==> src/hdl/rcss_pkg.sv <==
package rcss_pkg;

   // Width of a time stamp in the block, default
   localparam int TIME_BITS_DEFAULT = 32;

   // Fixed field widths
   localparam int NOW_BITS = 32;
   localparam int DUR_BITS = 16;
   localparam int CSR_INDEX_BITS = 3;
   localparam int NUM_CFG = 6;

   // Timing constants in ms
   localparam int HOLD_TO_SWITCH_MS = 700;
   localparam int PAUSE_ON_CONNECT_MS = 3000;
   localparam int RESTART_HOLDOFF_MS = 600;
   localparam logic [DUR_BITS-1:0] CTRL_OFF_MS = 16'd1000;

   // Event codes
   localparam logic [1:0] ACT_TICK = 2'd0;
   localparam logic [1:0] ACT_CONNECT = 2'd1;
   localparam logic [1:0] ACT_DISCONNECT = 2'd2;

   // Radio mode codes
   localparam logic [1:0] MODE_NORMAL = 2'd0;
   localparam logic [1:0] MODE_BT = 2'd1;
   localparam logic [1:0] MODE_WIFI = 2'd2;

   // Mode step counter values that select a mode
   localparam logic [1:0] STEP_NORMAL = 2'd0;
   localparam logic [1:0] STEP_BT = 2'd2;

   // Wifi request codes
   localparam logic [1:0] WIFI_NONE = 2'd0;
   localparam logic [1:0] WIFI_ENABLE = 2'd1;
   localparam logic [1:0] WIFI_DISABLE = 2'd2;

   // LED codes
   localparam logic [2:0] LED_NONE = 3'd0;
   localparam logic [2:0] LED_DIM_WHITE = 3'd1;
   localparam logic [2:0] LED_BLUE = 3'd2;
   localparam logic [2:0] LED_ORANGE = 3'd3;
   localparam logic [2:0] LED_GREEN = 3'd4;
   localparam logic [2:0] LED_RED = 3'd5;

   // Register indexes
   localparam logic [CSR_INDEX_BITS-1:0] CFG_ON_NORMAL = 3'd0;
   localparam logic [CSR_INDEX_BITS-1:0] CFG_OFF_NORMAL = 3'd1;
   localparam logic [CSR_INDEX_BITS-1:0] CFG_ON_STA = 3'd2;
   localparam logic [CSR_INDEX_BITS-1:0] CFG_OFF_STA = 3'd3;
   localparam logic [CSR_INDEX_BITS-1:0] CFG_ON_AP = 3'd4;
   localparam logic [CSR_INDEX_BITS-1:0] CFG_OFF_AP = 3'd5;

   typedef logic [DUR_BITS-1:0] dur_type;
   typedef dur_type [NUM_CFG-1:0] cfg_type;

   localparam cfg_type CFG_RESET = '{
      16'd1900, 16'd100, 16'd850, 16'd150, 16'd500, 16'd500
   };

   // One result item
   typedef struct packed {
      logic [1:0] radio_mode;
      logic       scan_enabled;
      logic       scan_cmd_issued;
      logic       scan_cmd_value;
      logic [1:0] wifi_request;
      logic [2:0] led_code;
      logic       disconnect_all;
      logic       duty_on;
   } rsp_type;

   // Reset duty durations
   localparam dur_type DUR_RESET = 16'd500;

endpackage

==> src/hdl/radio_coexistence_scan_scheduler.sv <==
// Radio coexistence scan scheduler. Each accepted event (tick, controller
// connect, controller disconnect) updates the radio mode, the wifi pause,
// the scan hold-off and the scan duty cycle, and yields exactly one result.
// One event is accepted per clock; it is held in the input register, its
// whole update is done combinationally from there, and its result is
// then held in the result register (one input register, one result
// register) until it is transferred. A
// stalled result register backs up into req_stall, so throughput is one
// event per cycle whenever the result side keeps up. Register writes are
// always ready and must only be made while no event is in flight. Time
// compares are unsigned and do not handle wrap; sums wrap at TIME_BITS.
module radio_coexistence_scan_scheduler #(
   parameter int TIME_BITS = rcss_pkg::TIME_BITS_DEFAULT
) (
   input  logic                                  clock,
   input  logic                                  reset,
   // event channel
   input  logic                                  req_valid,
   output logic                                  req_stall,
   input  logic [1:0]                            req_action,
   input  logic [rcss_pkg::NOW_BITS-1:0]         req_now_ms,
   input  logic                                  req_button_pressed,
   input  logic                                  req_any_controller,
   input  logic                                  req_sta_connecting,
   input  logic                                  req_ap_active,
   input  logic                                  req_wifi_off,
   input  logic                                  req_slot_matched,
   // result channel
   output logic                                  rsp_valid,
   input  logic                                  rsp_stall,
   output logic [1:0]                            rsp_radio_mode,
   output logic                                  rsp_scan_enabled,
   output logic                                  rsp_scan_cmd_issued,
   output logic                                  rsp_scan_cmd_value,
   output logic [1:0]                            rsp_wifi_request,
   output logic [2:0]                            rsp_led_code,
   output logic                                  rsp_disconnect_all,
   output logic                                  rsp_duty_on,
   // register write port
   input  logic                                  csr_valid,
   output logic                                  csr_ready,
   input  logic [rcss_pkg::CSR_INDEX_BITS-1:0]   csr_index,
   input  logic [rcss_pkg::DUR_BITS-1:0]         csr_wdata
);

   localparam int TW = TIME_BITS;

   typedef logic [TW-1:0] tstamp_type;

   // Configuration registers
   rcss_pkg::cfg_type cfg_ff;

   // Input register
   logic       in_valid_ff;
   logic [1:0] act_ff;
   logic [rcss_pkg::NOW_BITS-1:0] now_ff;
   logic       btn_ff, any_ff, sta_ff, ap_ff, woff_ff, matched_ff;

   // Scheduler state
   logic [1:0]        mode_now_ff, mode_now_in;
   logic [1:0]        mode_applied_ff, mode_applied_in;
   logic [1:0]        step_cnt_ff, step_cnt_in;
   tstamp_type        press_start_ff, press_start_in;
   logic              long_press_ff, long_press_in;
   tstamp_type        pause_until_ff, pause_until_in;
   logic              paused_bt_ff, paused_bt_in;
   tstamp_type        holdoff_until_ff, holdoff_until_in;
   logic              scan_flag_ff, scan_flag_in;
   tstamp_type        next_toggle_ff, next_toggle_in;
   rcss_pkg::dur_type on_ms_ff, on_ms_in;
   rcss_pkg::dur_type off_ms_ff, off_ms_in;
   logic              duty_on_ff, duty_on_in;

   // Result register
   logic              rsp_valid_ff;
   rcss_pkg::rsp_type rsp_ff, rsp_in;

   logic load_rsp;
   logic fire;

   // Handshake: the result register takes a new value when empty or drained
   assign load_rsp  = !rsp_valid_ff || !rsp_stall;
   assign fire      = in_valid_ff && load_rsp;
   assign req_stall = in_valid_ff && !load_rsp;
   assign csr_ready = 1'b1;

   // Register writes, indexes past the list are dropped
   always_ff @(posedge clock) begin
      if (reset) begin
         cfg_ff <= rcss_pkg::CFG_RESET;
      end else if (csr_valid && csr_index < rcss_pkg::CSR_INDEX_BITS'(rcss_pkg::NUM_CFG)) begin
         cfg_ff[csr_index] <= csr_wdata;
      end
   end

   // Input register
   always_ff @(posedge clock) begin
      if (reset) begin
         in_valid_ff <= 1'b0;
      end else if (!req_stall) begin
         in_valid_ff <= req_valid;
      end
   end

   always_ff @(posedge clock) begin
      if (req_valid && !req_stall) begin
         act_ff     <= req_action;
         now_ff     <= req_now_ms;
         btn_ff     <= req_button_pressed;
         any_ff     <= req_any_controller;
         sta_ff     <= req_sta_connecting;
         ap_ff      <= req_ap_active;
         woff_ff    <= req_wifi_off;
         matched_ff <= req_slot_matched;
      end
   end

   // Event update
   always_comb begin
      logic [63:0]       now64;
      tstamp_type        now_t;
      rcss_pkg::dur_type ton, toff;
      logic              cmd_issued, cmd_value, disc_all;
      logic [1:0]        wifi_req;
      logic [2:0]        led;

      now64 = {32'b0, now_ff};
      now_t = now64[TW-1:0];
      ton   = '0;
      toff  = '0;

      mode_now_in      = mode_now_ff;
      mode_applied_in  = mode_applied_ff;
      step_cnt_in      = step_cnt_ff;
      press_start_in   = press_start_ff;
      long_press_in    = long_press_ff;
      pause_until_in   = pause_until_ff;
      paused_bt_in     = paused_bt_ff;
      holdoff_until_in = holdoff_until_ff;
      scan_flag_in     = scan_flag_ff;
      next_toggle_in   = next_toggle_ff;
      on_ms_in         = on_ms_ff;
      off_ms_in        = off_ms_ff;
      duty_on_in       = duty_on_ff;

      cmd_issued = 1'b0;
      cmd_value  = 1'b0;
      disc_all   = 1'b0;
      wifi_req   = rcss_pkg::WIFI_NONE;
      led        = rcss_pkg::LED_NONE;

      case (act_ff)
         rcss_pkg::ACT_TICK: begin
            // button hold detection and mode stepping
            if (btn_ff) begin
               if (press_start_ff == '0) begin
                  press_start_in = now_t;
                  long_press_in  = 1'b0;
               end else if (!long_press_ff &&
                            (now_t - press_start_ff) >= TW'(rcss_pkg::HOLD_TO_SWITCH_MS)) begin
                  step_cnt_in = step_cnt_ff + 2'd1;
                  if (step_cnt_in == rcss_pkg::STEP_NORMAL) begin
                     mode_now_in = rcss_pkg::MODE_NORMAL;
                  end else if (step_cnt_in == rcss_pkg::STEP_BT) begin
                     mode_now_in = rcss_pkg::MODE_BT;
                  end else begin
                     mode_now_in = rcss_pkg::MODE_WIFI;
                  end
                  long_press_in = 1'b1;
               end
            end else begin
               press_start_in = '0;
               long_press_in  = 1'b0;
            end

            // apply a new mode once
            if (mode_now_in != mode_applied_ff) begin
               mode_applied_in = mode_now_in;
               cmd_issued      = 1'b1;
               if (mode_now_in == rcss_pkg::MODE_NORMAL) begin
                  wifi_req       = rcss_pkg::WIFI_ENABLE;
                  cmd_value      = 1'b0;
                  scan_flag_in   = 1'b0;
                  duty_on_in     = 1'b0;
                  next_toggle_in = now_t;
                  led            = rcss_pkg::LED_DIM_WHITE;
               end else if (mode_now_in == rcss_pkg::MODE_BT) begin
                  wifi_req     = rcss_pkg::WIFI_DISABLE;
                  cmd_value    = 1'b1;
                  scan_flag_in = 1'b1;
                  duty_on_in   = 1'b1;
                  led          = rcss_pkg::LED_BLUE;
               end else begin
                  disc_all     = 1'b1;
                  cmd_value    = 1'b0;
                  scan_flag_in = 1'b0;
                  duty_on_in   = 1'b0;
                  wifi_req     = rcss_pkg::WIFI_ENABLE;
                  led          = rcss_pkg::LED_ORANGE;
               end
            end

            // wifi pause after a connect
            if (mode_now_in == rcss_pkg::MODE_NORMAL) begin
               if (pause_until_ff > now_t) begin
                  if (!paused_bt_ff) begin
                     wifi_req = rcss_pkg::WIFI_DISABLE;
                     if (!any_ff) begin
                        cmd_issued = 1'b1;
                        cmd_value  = 1'b1;
                     end
                     paused_bt_in = 1'b1;
                  end
               end else if (paused_bt_ff) begin
                  wifi_req     = rcss_pkg::WIFI_ENABLE;
                  paused_bt_in = 1'b0;
               end
            end else if (paused_bt_ff) begin
               paused_bt_in   = 1'b0;
               pause_until_in = '0;
            end

            // scan control by mode
            if (mode_now_in == rcss_pkg::MODE_BT) begin
               if (!scan_flag_in) begin
                  cmd_issued   = 1'b1;
                  cmd_value    = 1'b1;
                  scan_flag_in = 1'b1;
               end
            end else if (mode_now_in == rcss_pkg::MODE_WIFI) begin
               if (scan_flag_in) begin
                  cmd_issued   = 1'b1;
                  cmd_value    = 1'b0;
                  scan_flag_in = 1'b0;
                  duty_on_in   = 1'b0;
               end
            end else if (woff_ff) begin
               if (!any_ff) begin
                  if (!scan_flag_in) begin
                     cmd_issued   = 1'b1;
                     cmd_value    = 1'b1;
                     scan_flag_in = 1'b1;
                     duty_on_in   = 1'b1;
                  end
               end else if (scan_flag_in) begin
                  cmd_issued   = 1'b1;
                  cmd_value    = 1'b0;
                  scan_flag_in = 1'b0;
                  duty_on_in   = 1'b0;
               end
            end else begin
               // duty cycle durations by scenario
               if (any_ff) begin
                  ton  = '0;
                  toff = rcss_pkg::CTRL_OFF_MS;
               end else if (ap_ff) begin
                  ton  = cfg_ff[rcss_pkg::CFG_ON_AP];
                  toff = cfg_ff[rcss_pkg::CFG_OFF_AP];
               end else if (sta_ff) begin
                  ton  = cfg_ff[rcss_pkg::CFG_ON_STA];
                  toff = cfg_ff[rcss_pkg::CFG_OFF_STA];
               end else begin
                  ton  = cfg_ff[rcss_pkg::CFG_ON_NORMAL];
                  toff = cfg_ff[rcss_pkg::CFG_OFF_NORMAL];
               end

               // scenario change restarts the cycle in the off phase
               if (ton != on_ms_ff || toff != off_ms_ff) begin
                  on_ms_in       = ton;
                  off_ms_in      = toff;
                  duty_on_in     = 1'b0;
                  scan_flag_in   = 1'b0;
                  cmd_issued     = 1'b1;
                  cmd_value      = 1'b0;
                  next_toggle_in = now_t + TW'(toff);
               end

               if (any_ff || now_t >= holdoff_until_ff) begin
                  if (!any_ff) begin
                     if (now_t >= next_toggle_in) begin
                        if (!duty_on_in) begin
                           scan_flag_in = (on_ms_in != '0);
                           cmd_issued   = 1'b1;
                           cmd_value    = scan_flag_in;
                           duty_on_in   = 1'b1;
                           if (on_ms_in != '0) begin
                              next_toggle_in = now_t + TW'(on_ms_in);
                           end else begin
                              next_toggle_in = now_t + TW'(off_ms_in);
                           end
                        end else begin
                           scan_flag_in   = 1'b0;
                           cmd_issued     = 1'b1;
                           cmd_value      = 1'b0;
                           duty_on_in     = 1'b0;
                           next_toggle_in = now_t + TW'(off_ms_in);
                        end
                     end
                  end else if (scan_flag_in) begin
                     cmd_issued     = 1'b1;
                     cmd_value      = 1'b0;
                     scan_flag_in   = 1'b0;
                     duty_on_in     = 1'b0;
                     next_toggle_in = now_t + TW'(rcss_pkg::CTRL_OFF_MS);
                  end
               end
            end
         end
         rcss_pkg::ACT_CONNECT: begin
            if (matched_ff) begin
               led = rcss_pkg::LED_GREEN;
               if (mode_now_ff == rcss_pkg::MODE_NORMAL) begin
                  pause_until_in = now_t + TW'(rcss_pkg::PAUSE_ON_CONNECT_MS);
               end
            end
         end
         rcss_pkg::ACT_DISCONNECT: begin
            if (matched_ff) begin
               led              = rcss_pkg::LED_RED;
               holdoff_until_in = now_t + TW'(rcss_pkg::RESTART_HOLDOFF_MS);
            end
         end
         default: begin
            // unused code leaves everything as is
         end
      endcase

      rsp_in.radio_mode      = mode_now_in;
      rsp_in.scan_enabled    = scan_flag_in;
      rsp_in.scan_cmd_issued = cmd_issued;
      rsp_in.scan_cmd_value  = cmd_issued & cmd_value;
      rsp_in.wifi_request    = wifi_req;
      rsp_in.led_code        = led;
      rsp_in.disconnect_all  = disc_all;
      rsp_in.duty_on         = duty_on_in;
   end

   // State update on each event transfer
   always_ff @(posedge clock) begin
      if (reset) begin
         mode_now_ff      <= rcss_pkg::MODE_NORMAL;
         mode_applied_ff  <= rcss_pkg::MODE_NORMAL;
         step_cnt_ff      <= rcss_pkg::STEP_NORMAL;
         press_start_ff   <= '0;
         long_press_ff    <= 1'b0;
         pause_until_ff   <= '0;
         paused_bt_ff     <= 1'b0;
         holdoff_until_ff <= '0;
         scan_flag_ff     <= 1'b0;
         next_toggle_ff   <= '0;
         on_ms_ff         <= rcss_pkg::DUR_RESET;
         off_ms_ff        <= rcss_pkg::DUR_RESET;
         duty_on_ff       <= 1'b0;
      end else if (fire) begin
         mode_now_ff      <= mode_now_in;
         mode_applied_ff  <= mode_applied_in;
         step_cnt_ff      <= step_cnt_in;
         press_start_ff   <= press_start_in;
         long_press_ff    <= long_press_in;
         pause_until_ff   <= pause_until_in;
         paused_bt_ff     <= paused_bt_in;
         holdoff_until_ff <= holdoff_until_in;
         scan_flag_ff     <= scan_flag_in;
         next_toggle_ff   <= next_toggle_in;
         on_ms_ff         <= on_ms_in;
         off_ms_ff        <= off_ms_in;
         duty_on_ff       <= duty_on_in;
      end
   end

   // Result register
   always_ff @(posedge clock) begin
      if (reset) begin
         rsp_valid_ff <= 1'b0;
      end else if (load_rsp) begin
         rsp_valid_ff <= in_valid_ff;
      end
   end

   always_ff @(posedge clock) begin
      if (fire) begin
         rsp_ff <= rsp_in;
      end
   end

   assign rsp_valid           = rsp_valid_ff;
   assign rsp_radio_mode      = rsp_ff.radio_mode;
   assign rsp_scan_enabled    = rsp_ff.scan_enabled;
   assign rsp_scan_cmd_issued = rsp_ff.scan_cmd_issued;
   assign rsp_scan_cmd_value  = rsp_ff.scan_cmd_value;
   assign rsp_wifi_request    = rsp_ff.wifi_request;
   assign rsp_led_code        = rsp_ff.led_code;
   assign rsp_disconnect_all  = rsp_ff.disconnect_all;
   assign rsp_duty_on         = rsp_ff.duty_on;

   // A new mode is always applied in the same event that selects it
   a_mode_applied: assert property (@(posedge clock) disable iff (reset)
      mode_applied_ff == mode_now_ff)
      else $error("mode selected but not applied");

   // The wifi pause only exists in normal mode
   a_pause_normal: assert property (@(posedge clock) disable iff (reset)
      paused_bt_ff |-> mode_now_ff == rcss_pkg::MODE_NORMAL)
      else $error("wifi pause held outside normal mode");

   // Bluetooth-only mode always reports scanning on
   a_bt_scans: assert property (@(posedge clock) disable iff (reset)
      rsp_valid_ff && rsp_ff.radio_mode == rcss_pkg::MODE_BT |-> rsp_ff.scan_enabled)
      else $error("scan off in bluetooth-only mode");

   // Drop-all only on entering wifi-only mode
   a_disc_wifi: assert property (@(posedge clock) disable iff (reset)
      rsp_valid_ff && rsp_ff.disconnect_all |->
         rsp_ff.radio_mode == rcss_pkg::MODE_WIFI && rsp_ff.led_code == rcss_pkg::LED_ORANGE)
      else $error("disconnect-all outside wifi-only entry");

   // A command value without a command is never reported
   a_cmd_value: assert property (@(posedge clock) disable iff (reset)
      rsp_valid_ff && !rsp_ff.scan_cmd_issued |-> !rsp_ff.scan_cmd_value)
      else $error("scan command value without command");

endmodule
==> config.mk <==
export PLATFORM = sky130hd
export DESIGN_NAME = radio_coexistence_scan_scheduler
export DESIGN_NICKNAME = d
export VERILOG_FILES = /design/src/hdl/rcss_pkg.sv /design/src/hdl/radio_coexistence_scan_scheduler.sv
export SDC_FILE = /design/constraint.sdc
export NUM_CORES = 1
export LEC_CHECK = 0
export BUFFER_PORTS_ARGS = -buffer_cell sky130_fd_sc_hd__buf_2
export CORE_MARGIN = 4
export CORE_UTILIZATION = 27
export CTS_CLUSTER_SIZE = 28
export DETAILED_ROUTE_END_ITERATION = 7
export SLEW_MARGIN = 20
export SYNTH_ARGS = -nofsm -noshare
export SYNTH_HDL_FRONTEND = slang
export SYNTH_SLANG_ARGS = --single-unit
==> constraint.sdc <==
create_clock -name clock -period 22.1 [get_ports clock]
set_input_delay 3.315 -clock clock [delete_from_list [all_inputs] [get_ports clock]]
set_output_delay 3.315 -clock clock [all_outputs]
set_load 0.01 [all_outputs]
# Word level (Yosys, flattened, before mapping)
# Index checks and enable logic that the tools add are counted.
[word_totals] register_bits=320 in_bits=64
[classes] n_reduce_logical=30 eq_ne=14 n_lt_le_gt_ge=7 n_mux=146 bitwise_logic=7 add_sub_neg=8
[op_table] op="2-to-1 mux 32 bit" n=22
[op_table] op="2-to-1 mux 16 bit" n=25
[op_table] op="adder 32 x 16 -> 32 bit" n=3
[op_table] op="bitwise mux 96 bit" n=1
[op_table] op="2-to-1 mux 1 bit" n=77
[op_table] op="adder 32 x 10 -> 32 bit (second input constant)" n=2
[op_table] op="greater-or-equal comparator 32 bit" n=2
[op_table] op="case mux 32 bit (2 select lines)" n=1
[op_table] op="demux 16 bit (select 3 bit)" n=1
[op_table] op="adder 32 x 12 -> 32 bit (second input constant)" n=1
[op_table] op="greater-or-equal comparator 32 x 10 -> 1 bit (second input constant)" n=1
[op_table] op="greater-than comparator 32 bit" n=1
[op_table] op="zero test 32 bit" n=1
[op_table] op="2-to-1 mux 2 bit" n=16
[op_table] op="!= test 16 bit" n=2
[op_table] op="subtractor 32 bit" n=1
[op_table] op="nonzero test 16 bit" n=1
[op_table] op="AND reduction 3 bit" n=4
[op_table] op="AND reduction 5 bit" n=2
[op_table] op="case mux 3 bit (3 select lines)" n=1
[op_table] op="zero test 2 bit" n=4
[op_table] op="!= test 2 bit (second input constant)" n=4
[op_table] op="equality test 2 bit (second input constant)" n=3
[op_table] op="logical AND 1 bit" n=6
[op_table] op="other kinds (17)" n=30

# Depth between registers and ports, before layout
# Gate-level depths: netlist of the first run.
[logic_depth] word_depth=29 depth_mapped=37 depth_no_buf=32

# Least setup slack after synthesis of the first run
# Ideal clock, no wire load.
[synth_path] path_type="register to register" from="reg any_ff" to="reg next_toggle_ff[18]" setup_ns=0.127 t_arrival_ns=7.271 path_stages_with_launch=35 path_slack_ns=14.702 synth_period_minus_slack_ns=7.398 path_cell_list="edfxtp_1 clkbuf_1 clkbuf_1 clkbuf_1 buf_1 a21oi_1 ha_1 fa_1 a21o_1 a21oi_1 nor2b_1 o21a_1 o41ai_1 o2111a_1 a22oi_1 a31oi_1 clkbuf_1 o21ai_0 a31oi_1 nand3_1 ha_1 a21o_1 a21o_1 a21o_1 a21o_1 a21o_1 a21oi_1 o31ai_1 a221o_1 nand3_1 clkbuf_1 clkbuf_1 nor3_1 o41ai_1 nand2_1"
[synth_between] elab_chain_len=21 elab_cells_between_ends=53
[synth_lines] item="from (decl)" line_no="radio_coexistence_scan_scheduler.sv:57" rtl="logic btn_ff, any_ff, sta_ff, ap_ff, woff_ff, matched_ff;"
[synth_lines] item="from (signal assigned)" line_no="radio_coexistence_scan_scheduler.sv:110" rtl="any_ff <= req_any_controller;"
[synth_lines] item="parallel branches: the longest is 17 deep, another holds adder 32 x 16 -> 32 bit"
[synth_lines] item="2-to-1 mux 32 bit *" line_no="radio_coexistence_scan_scheduler.sv:278" rtl="if (any_ff || now_t >= holdoff_until_ff) begin"
[synth_lines] item="2-to-1 mux 32 bit *" line_no="radio_coexistence_scan_scheduler.sv:237" rtl="end else if (woff_ff) begin"
[synth_lines] item="2-to-1 mux 32 bit *" line_no="radio_coexistence_scan_scheduler.sv:230" rtl="end else if (mode_now_in == rcss_pkg::MODE_WIFI) begin"
[synth_lines] item="2-to-1 mux 32 bit *" line_no="radio_coexistence_scan_scheduler.sv:224" rtl="if (mode_now_in == rcss_pkg::MODE_BT) begin"
[synth_lines] item="to (signal assigned)" line_no="radio_coexistence_scan_scheduler.sv:364" rtl="next_toggle_ff <= next_toggle_in;"
[synth_lines] item="to (decl)" line_no="radio_coexistence_scan_scheduler.sv:69" rtl="tstamp_type next_toggle_ff, next_toggle_in;"
# Every way passes the cells marked *. The select of a mux whose other input is x is not followed.
# A chain may end at the register's enable or synchronous reset.

# Worst setup path after layout of the first run
[layout_path] from="reg now_ff[0] (netlist name)" to="reg next_toggle_ff[17]"
[layout_between] elab_chain_len=23 elab_cells_between_ends=49
[layout_lines] item="from (decl)" line_no="radio_coexistence_scan_scheduler.sv:56" rtl="logic [rcss_pkg::NOW_BITS-1:0] now_ff;"
[layout_lines] item="from (signal assigned)" line_no="radio_coexistence_scan_scheduler.sv:108" rtl="now_ff <= req_now_ms;"
[layout_lines] item="parallel branches: the longest is 22 deep, another holds subtractor 32 bit"
[layout_lines] item="2-to-1 mux 32 bit *" line_no="radio_coexistence_scan_scheduler.sv:224"
# Marks and branches as above.

==> results of run 1 <==
[cells by family (layout without fill, tap and decap cells)]
group,Yosys count,after routing,share of synthesized area [%]
fa+ha+maj,184,184,10.06
other cells,1,1,0.01618
xor+xnor,165,165,6.235
buf+inv,323,349,5.511
flops,320,320,29.88
compound gates,793,793,21.96
mux,72,72,3.244
simple gates,1189,1189,23.08
[layer usage]
metal	GRT usage, %	vias up	share of wire (%)
met3	2.963	167	8.1
met1	24.00	10530	45
met4	6.005	0	3.4
met2	27.36	947	44
met5	0	-	0
li1	-	10870	-
[stage by stage]
step,utilization [%],setup slack [ps]
2_1_floorplan,-,14700
3_3_place_gp,29.04,12660
3_5_place_dp,29.04,12510
4_1_cts,30.70,12520
5_1_grt,30.70,11740
6_report,30.70,12230
[how the worst min path moves through the flow]
stage                          end           startpoint  slack [ps]  cells past startpoint
3_3_place_gp            cfg_ff[41]           cfg_ff[41]         440                      2
4_1_cts         next_toggle_ff[20]   next_toggle_ff[20]         450                      2
5_1_grt                  cfg_ff[9]            cfg_ff[9]         470                      2
3_5_place_dp    next_toggle_ff[20]   next_toggle_ff[20]         440                      2
2_1_floorplan   next_toggle_ff[20]   next_toggle_ff[20]         430                      2
6_report       holdoff_until_ff[9]  holdoff_until_ff[9]         450                      2
[state kept, by name (all words and copies together), names as in the netlist, 2 cells and up]
register / cells
act_ff: 2
cfg_ff: 96
holdoff_until_ff: 32
mode_applied_ff: 2
mode_now_ff: 2
next_toggle_ff: 32
now_ff: 32
off_ms_ff: 16
on_ms_ff: 16
pause_until_ff: 32
press_start_ff: 32
rsp_led_code: 3
rsp_radio_mode: 2
rsp_wifi_request: 2
step_cnt_ff: 2
[critical path, delay by kind of cell (launching register included)]
kind	cells	cell delay (ps)
adders and majority gates	3	910
muxes	1	410
and+or+nand+nor	4	1970
DFF	1	540
AOI/OAI and AO/OA	20	5130
buffers and inverters	3	750
[layout make-up]
cell class / count / area, µm² / share of cell area [%]
Multi-Input combinational cell: 2404 / 15020 / 57.48
Tap cell: 1144 / 1431 / 5.477
Clock buffer: 58 / 1221 / 4.672
Timing Repair Buffer: 131 / 797.0 / 3.049
Inverter: 145 / 544.3 / 2.082
Sequential cell: 320 / 6927 / 26.50
Clock inverter: 15 / 191.4 / 0.7324
[power by group through the flow]
stage / clock, W / sequential (W) / combinational [W]
6_report: 0.000710 / 0.000619 / 0.000320
3_5_place_dp: 0 / 0.000631 / 0.000313
3_3_place_gp: 0 / 0.000631 / 0.000312
4_1_cts: 0.000725 / 0.000619 / 0.000315
5_1_grt: 0.000748 / 0.000620 / 0.000350
2_1_floorplan: 0 / 0.000631 / 0.000217
[placed cells by master, fill, tap and decap left out, types with 42 or more instances in the layout]
cell	Yosys	routed
a211oi_1	55	55
a21o_1	56	56
a21oi_1	315	315
buf_2	27	76
buf_4	4	54
clkbuf_16	0	42
dfxtp_1	268	268
edfxtp_1	52	52
ha_1	180	180
inv_1	134	133
mux2i_1	47	46
nand2_1	527	527
nand3_1	119	119
nand4_1	55	55
nor2_1	229	227
nor3_1	88	86
o21ai_0	108	108
xnor2_1	119	119
xor2_1	46	46
==> impl_metrics.toml, run 1 <==
[logic_synthesis]
netlist_top_cells_count = "nand2_1, a21oi_1, dfxtp_1"
syn_area_um2 = 23180
yosysWarnings = 0
syn_nets = 3295
ys_seq_area_share_pct = 29.88
synth_area_leaders = "dfxtp_1, ha_1, nand2_1"
ys.flop_type = "dfxtp_1"
synth_most_common_cell = "nand2_1"
yosysUniqueCellTypes = 92
syn_inst = 3047
synth_top_area_share_pct = 23.15
syn_area_per_cell_um2 = 7.607
synth_edf_count = 52
ys_ff_latch = 320
async_flop_share_pct = 0
synth_top_area_cell = "dfxtp_1"

[global_routing]
overflow = 0
track_usage_pct = 17.38
first_global_vias = 21100
grt_max_degree = 88
antenna_found_initial = 1
grt_pass1_wl_mm = 125.1

[placement]
dp_hpwl_mm = 57.30
gp_congestion = 0.9597
dp.cells = 4144
portBuffers = 77
dpl-instance-area_um2 = 24720

[detailed_routing]
avgViaCountPerCell = 5.339
wirelength_mm = 81.36
drc = 0
wl_per_cell_um = 19.29
drt-initial-drc-count = 2459
vias = 22510
ant_nets = 0
first_pass_iters = 6

[sta]
worstMarginPinSlew_ps = 1234
period_needed_ps = 9867
finalHoldViolCount = 0
fmax_mhz = 101.4
fin_setup_tns_ps = 0
drv_slew = 0
slew_headroom_pct = 17.48
rsz0062_at_grt = "false"
whs_ps = 449.8
skew_ps = 23.70
setup-violations-final = 0
finalCritPeriodShare_pct = 44.65

[setup_path]
cp.required_ps = 22570
slowest_delay_ps = 650
path_class = "flip-flop to flip-flop"
cp-end-kind = "flip-flop"
cp_slowest_cell = "a21oi_4"
crit_start = "now_ff[0]"
crit_path_start_kind = "flip-flop"
rr_worst_depth = 31
worstSetupEndpoint = "next_toggle_ff[17]"
r2r-end = "next_toggle_ff[17]"
cp_max_fo = 19
cpMostUsedCell = "a21o_1"
rr_startpoint = "now_ff[0]"
worstPathArrival_ps = 10340
r2r_slack_ps = 12230

[clock_network]
cts_resized = 0
cts_tree = "done"
cts_inserted_buffers = 40
clkTransAtPathRegs_ps = 60
cts_buffer_depth = 3
insertion_delay_ps = 570
cts_root_buf = "clkbuf_16"
clkSinkCount = 320
postCtsSetupBuffers = 0
htree_num_levels = 2
hold_buffers = 0

[power_and_ir_drop]
p_per_area_nw_per_um2 = 63.10
ir_drop_v = 0.00006266
intPower_w = 0.001152
clockPowerShare_pct = 43.1
p_switching_w = 0.0004967
switching_share_pct = 30.12
finalPower_w = 0.001649
leakage_nw = 9.856
seq_power_share_pct = 37.5
comb_power_share_pct = 19.4

[cells_and_area]
final_design_area_no_fill_um2 = 26140
area_delta_synth_final_pct = 12.76
stdcell_count = 4217
antennaDiodeCount = 0
drive_gt1_share_pct = 8.949
finalNetCount = 3290
fill_cells = 9318

[worst_hold_path]
hold_class = "flip-flop to flip-flop"

[floorplanning]
design.core.area_um2 = 85150
die_w_um = 301.0
die_y_um = 301.0
rows = 107
io_pins = 79
dieArea_um2 = 90600
start_util_pct = 27.22

[job]
cap_violations = 0

[run_status]
status = "finished clean"
Note: power is estimated with default switching activity, not from simulation.
==> run 2: changes to the inputs <==
- clock period: 22.1 -> 8.6 ns (I/O delays scaled with it)
==> run 2 against run 1 <==
Effect of this change: cell area grew 0.78%; first-iteration DRC count shrank 14%; fmax grew 24%; via count grew 0.63%; worst setup slack lost 12000 ps; register-to-register slack lost 12000 ps; clock power grew to 2.5 times the previous value; critical path depth grew 1.
==> impl_metrics.toml, run 2 (synthesized netlist as in run 1, its figures left out) <==
[detailed_routing]
ant_nets = 0
wl_per_cell_um = 19.61
first_pass_iters = 7
wirelength_mm = 83.32
drt-initial-drc-count = 2109
avgViaCountPerCell = 5.332
vias = 22660
drc = 0

[setup_path]
cp_slowest_cell = "and4_1"
cp-end-kind = "flip-flop"
crit_start = "now_ff[0]"
rr_startpoint = "now_ff[0]"
cp.required_ps = 8930
slowest_delay_ps = 630
crit_path_start_kind = "flip-flop"
worstPathArrival_ps = 8300
path_class = "flip-flop to flip-flop"
cp_max_fo = 18

[clock_network]
postCtsSetupBuffers = 0
cts_inserted_buffers = 43
cts_tree = "done"
clkTransAtPathRegs_ps = 60
insertion_delay_ps = 590
cts_root_buf = "clkbuf_16"
cts_buffer_depth = 3
cts_resized = 0
htree_num_levels = 2
clkSinkCount = 320
hold_buffers = 0

[cells_and_area]
regMostFlops = "cfg_ff"
drive_gt1_share_pct = 9.791
area_delta_synth_final_pct = 13.64
largest_reg_flops = 96
antennaDiodeCount = 0
finalNetCount = 3320
most-common-layout-cells = "nand2_1, a21oi_1, dfxtp_1"
post-route-util_pct = 30.94
final_common_cell = "nand2_1"

[floorplanning]
die_w_um = 301.0
rows = 107
dieArea_um2 = 90600
io_pins = 79
start_util_pct = 27.22
design.core.area_um2 = 85150
die_y_um = 301.0

[sta]
drv_slew = 0
slew_headroom_pct = 27.92
finalCritPeriodShare_pct = 92.62
rsz0062_at_grt = "false"
worstMarginPinSlew_ps = 1081
fmax_mhz = 125.5
fin_setup_tns_ps = 0
setup-violations-final = 0
finalHoldViolCount = 0
period_needed_ps = 7965
skew_ps = 17.54

[power_and_ir_drop]
p_per_area_nw_per_um2 = 160.8
leakage_nw = 9.967
ir_drop_v = 0.0001294

[global_routing]
first_global_vias = 21260
track_usage_pct = 17.81
grt_max_degree = 77
grt_pass1_wl_mm = 127.4
overflow = 0
antenna_found_initial = 0

[job]
cap_violations = 0

[placement]
dp_hpwl_mm = 60.51
portBuffers = 77
gp_congestion = 0.9497

[worst_hold_path]
min-delay-start = "holdoff_until_ff[10]"
hold_class = "flip-flop to flip-flop"

[run_status]
status = "finished clean"
## run 2: cell count changes in the layout (fill, tap and decap cells not counted), sizes merged
cell | before | now
buf | 131 | 158
clkbuf | 58 | 61
clkinvlp | 1 | 3
clkinv | 13 | 15
bufinv | 4 | 2
## run 2: power breakdown
group          switching [W]  total [W]  internal, W
Combinational       0.000535   0.000834     0.000299
Sequential         0.0000279    0.00159      0.00156
Clock               0.000764    0.00181      0.00105
## run 2: final cells by class
class | count | area [µm²]
Sequential cell | 320 | 6927
Inverter | 145 | 544.3
Multi-Input combinational cell | 2404 | 15040
Fill cell | 9230 | 58810
Clock buffer | 61 | 1207
Timing Repair Buffer | 158 | 999.7
Tap cell | 1144 | 1431
Clock inverter | 17 | 190.2
## run 2: path summary, 6_finish.rpt
check / slack, ps / endpoint / cells after the start
worst min register to register: 450 / holdoff_until_ff[10] / 2
worst min-delay path: 450 / holdoff_until_ff[10] / 2
worst max register to register: 630 / rsp_scan_cmd_issued / 32
worst max-delay path: 630 / rsp_scan_cmd_issued / 32
## run 2: through the flow
step	instance area, µm²	hold WS, ps	setup WS, ps	instances	power [W]
2_1_floorplan	23180	429.5	1202	3047	0.002180
3_5_place_dp	24920	444.9	579.5	4171	0.002441
3_3_place_gp	24920	438.2	746.7	4171	0.002440
4_1_cts	26320	451.2	548.3	4249	0.004266
5_1_grt	26340	471.7	77.37	4249	0.004422
6_report	26340	450.2	634.7	4249	0.004236
## run 2: per-layer routing
metal	wire, µm	GRT usage [%]	vias up	part of all wire (%)
met4	3053	6.506	0	3.7
met5	0	0	-	0
met1	37760	24.62	10720	45
met3	5569	2.740	172	6.7
met2	36930	28.05	822	44
li1	-	-	10940	-
## run 2: worst max-delay path, delay by kind of cell, from the launching register on
kind | cells | cell delay (ps)
buffers and inverters | 4 | 680
flip-flops | 1 | 390
adder cells (fa/ha/maj) | 3 | 820
AO/OA/AOI/OAI | 17 | 3560
multiplexers | 2 | 550
AND/OR/NAND/NOR | 6 | 1690
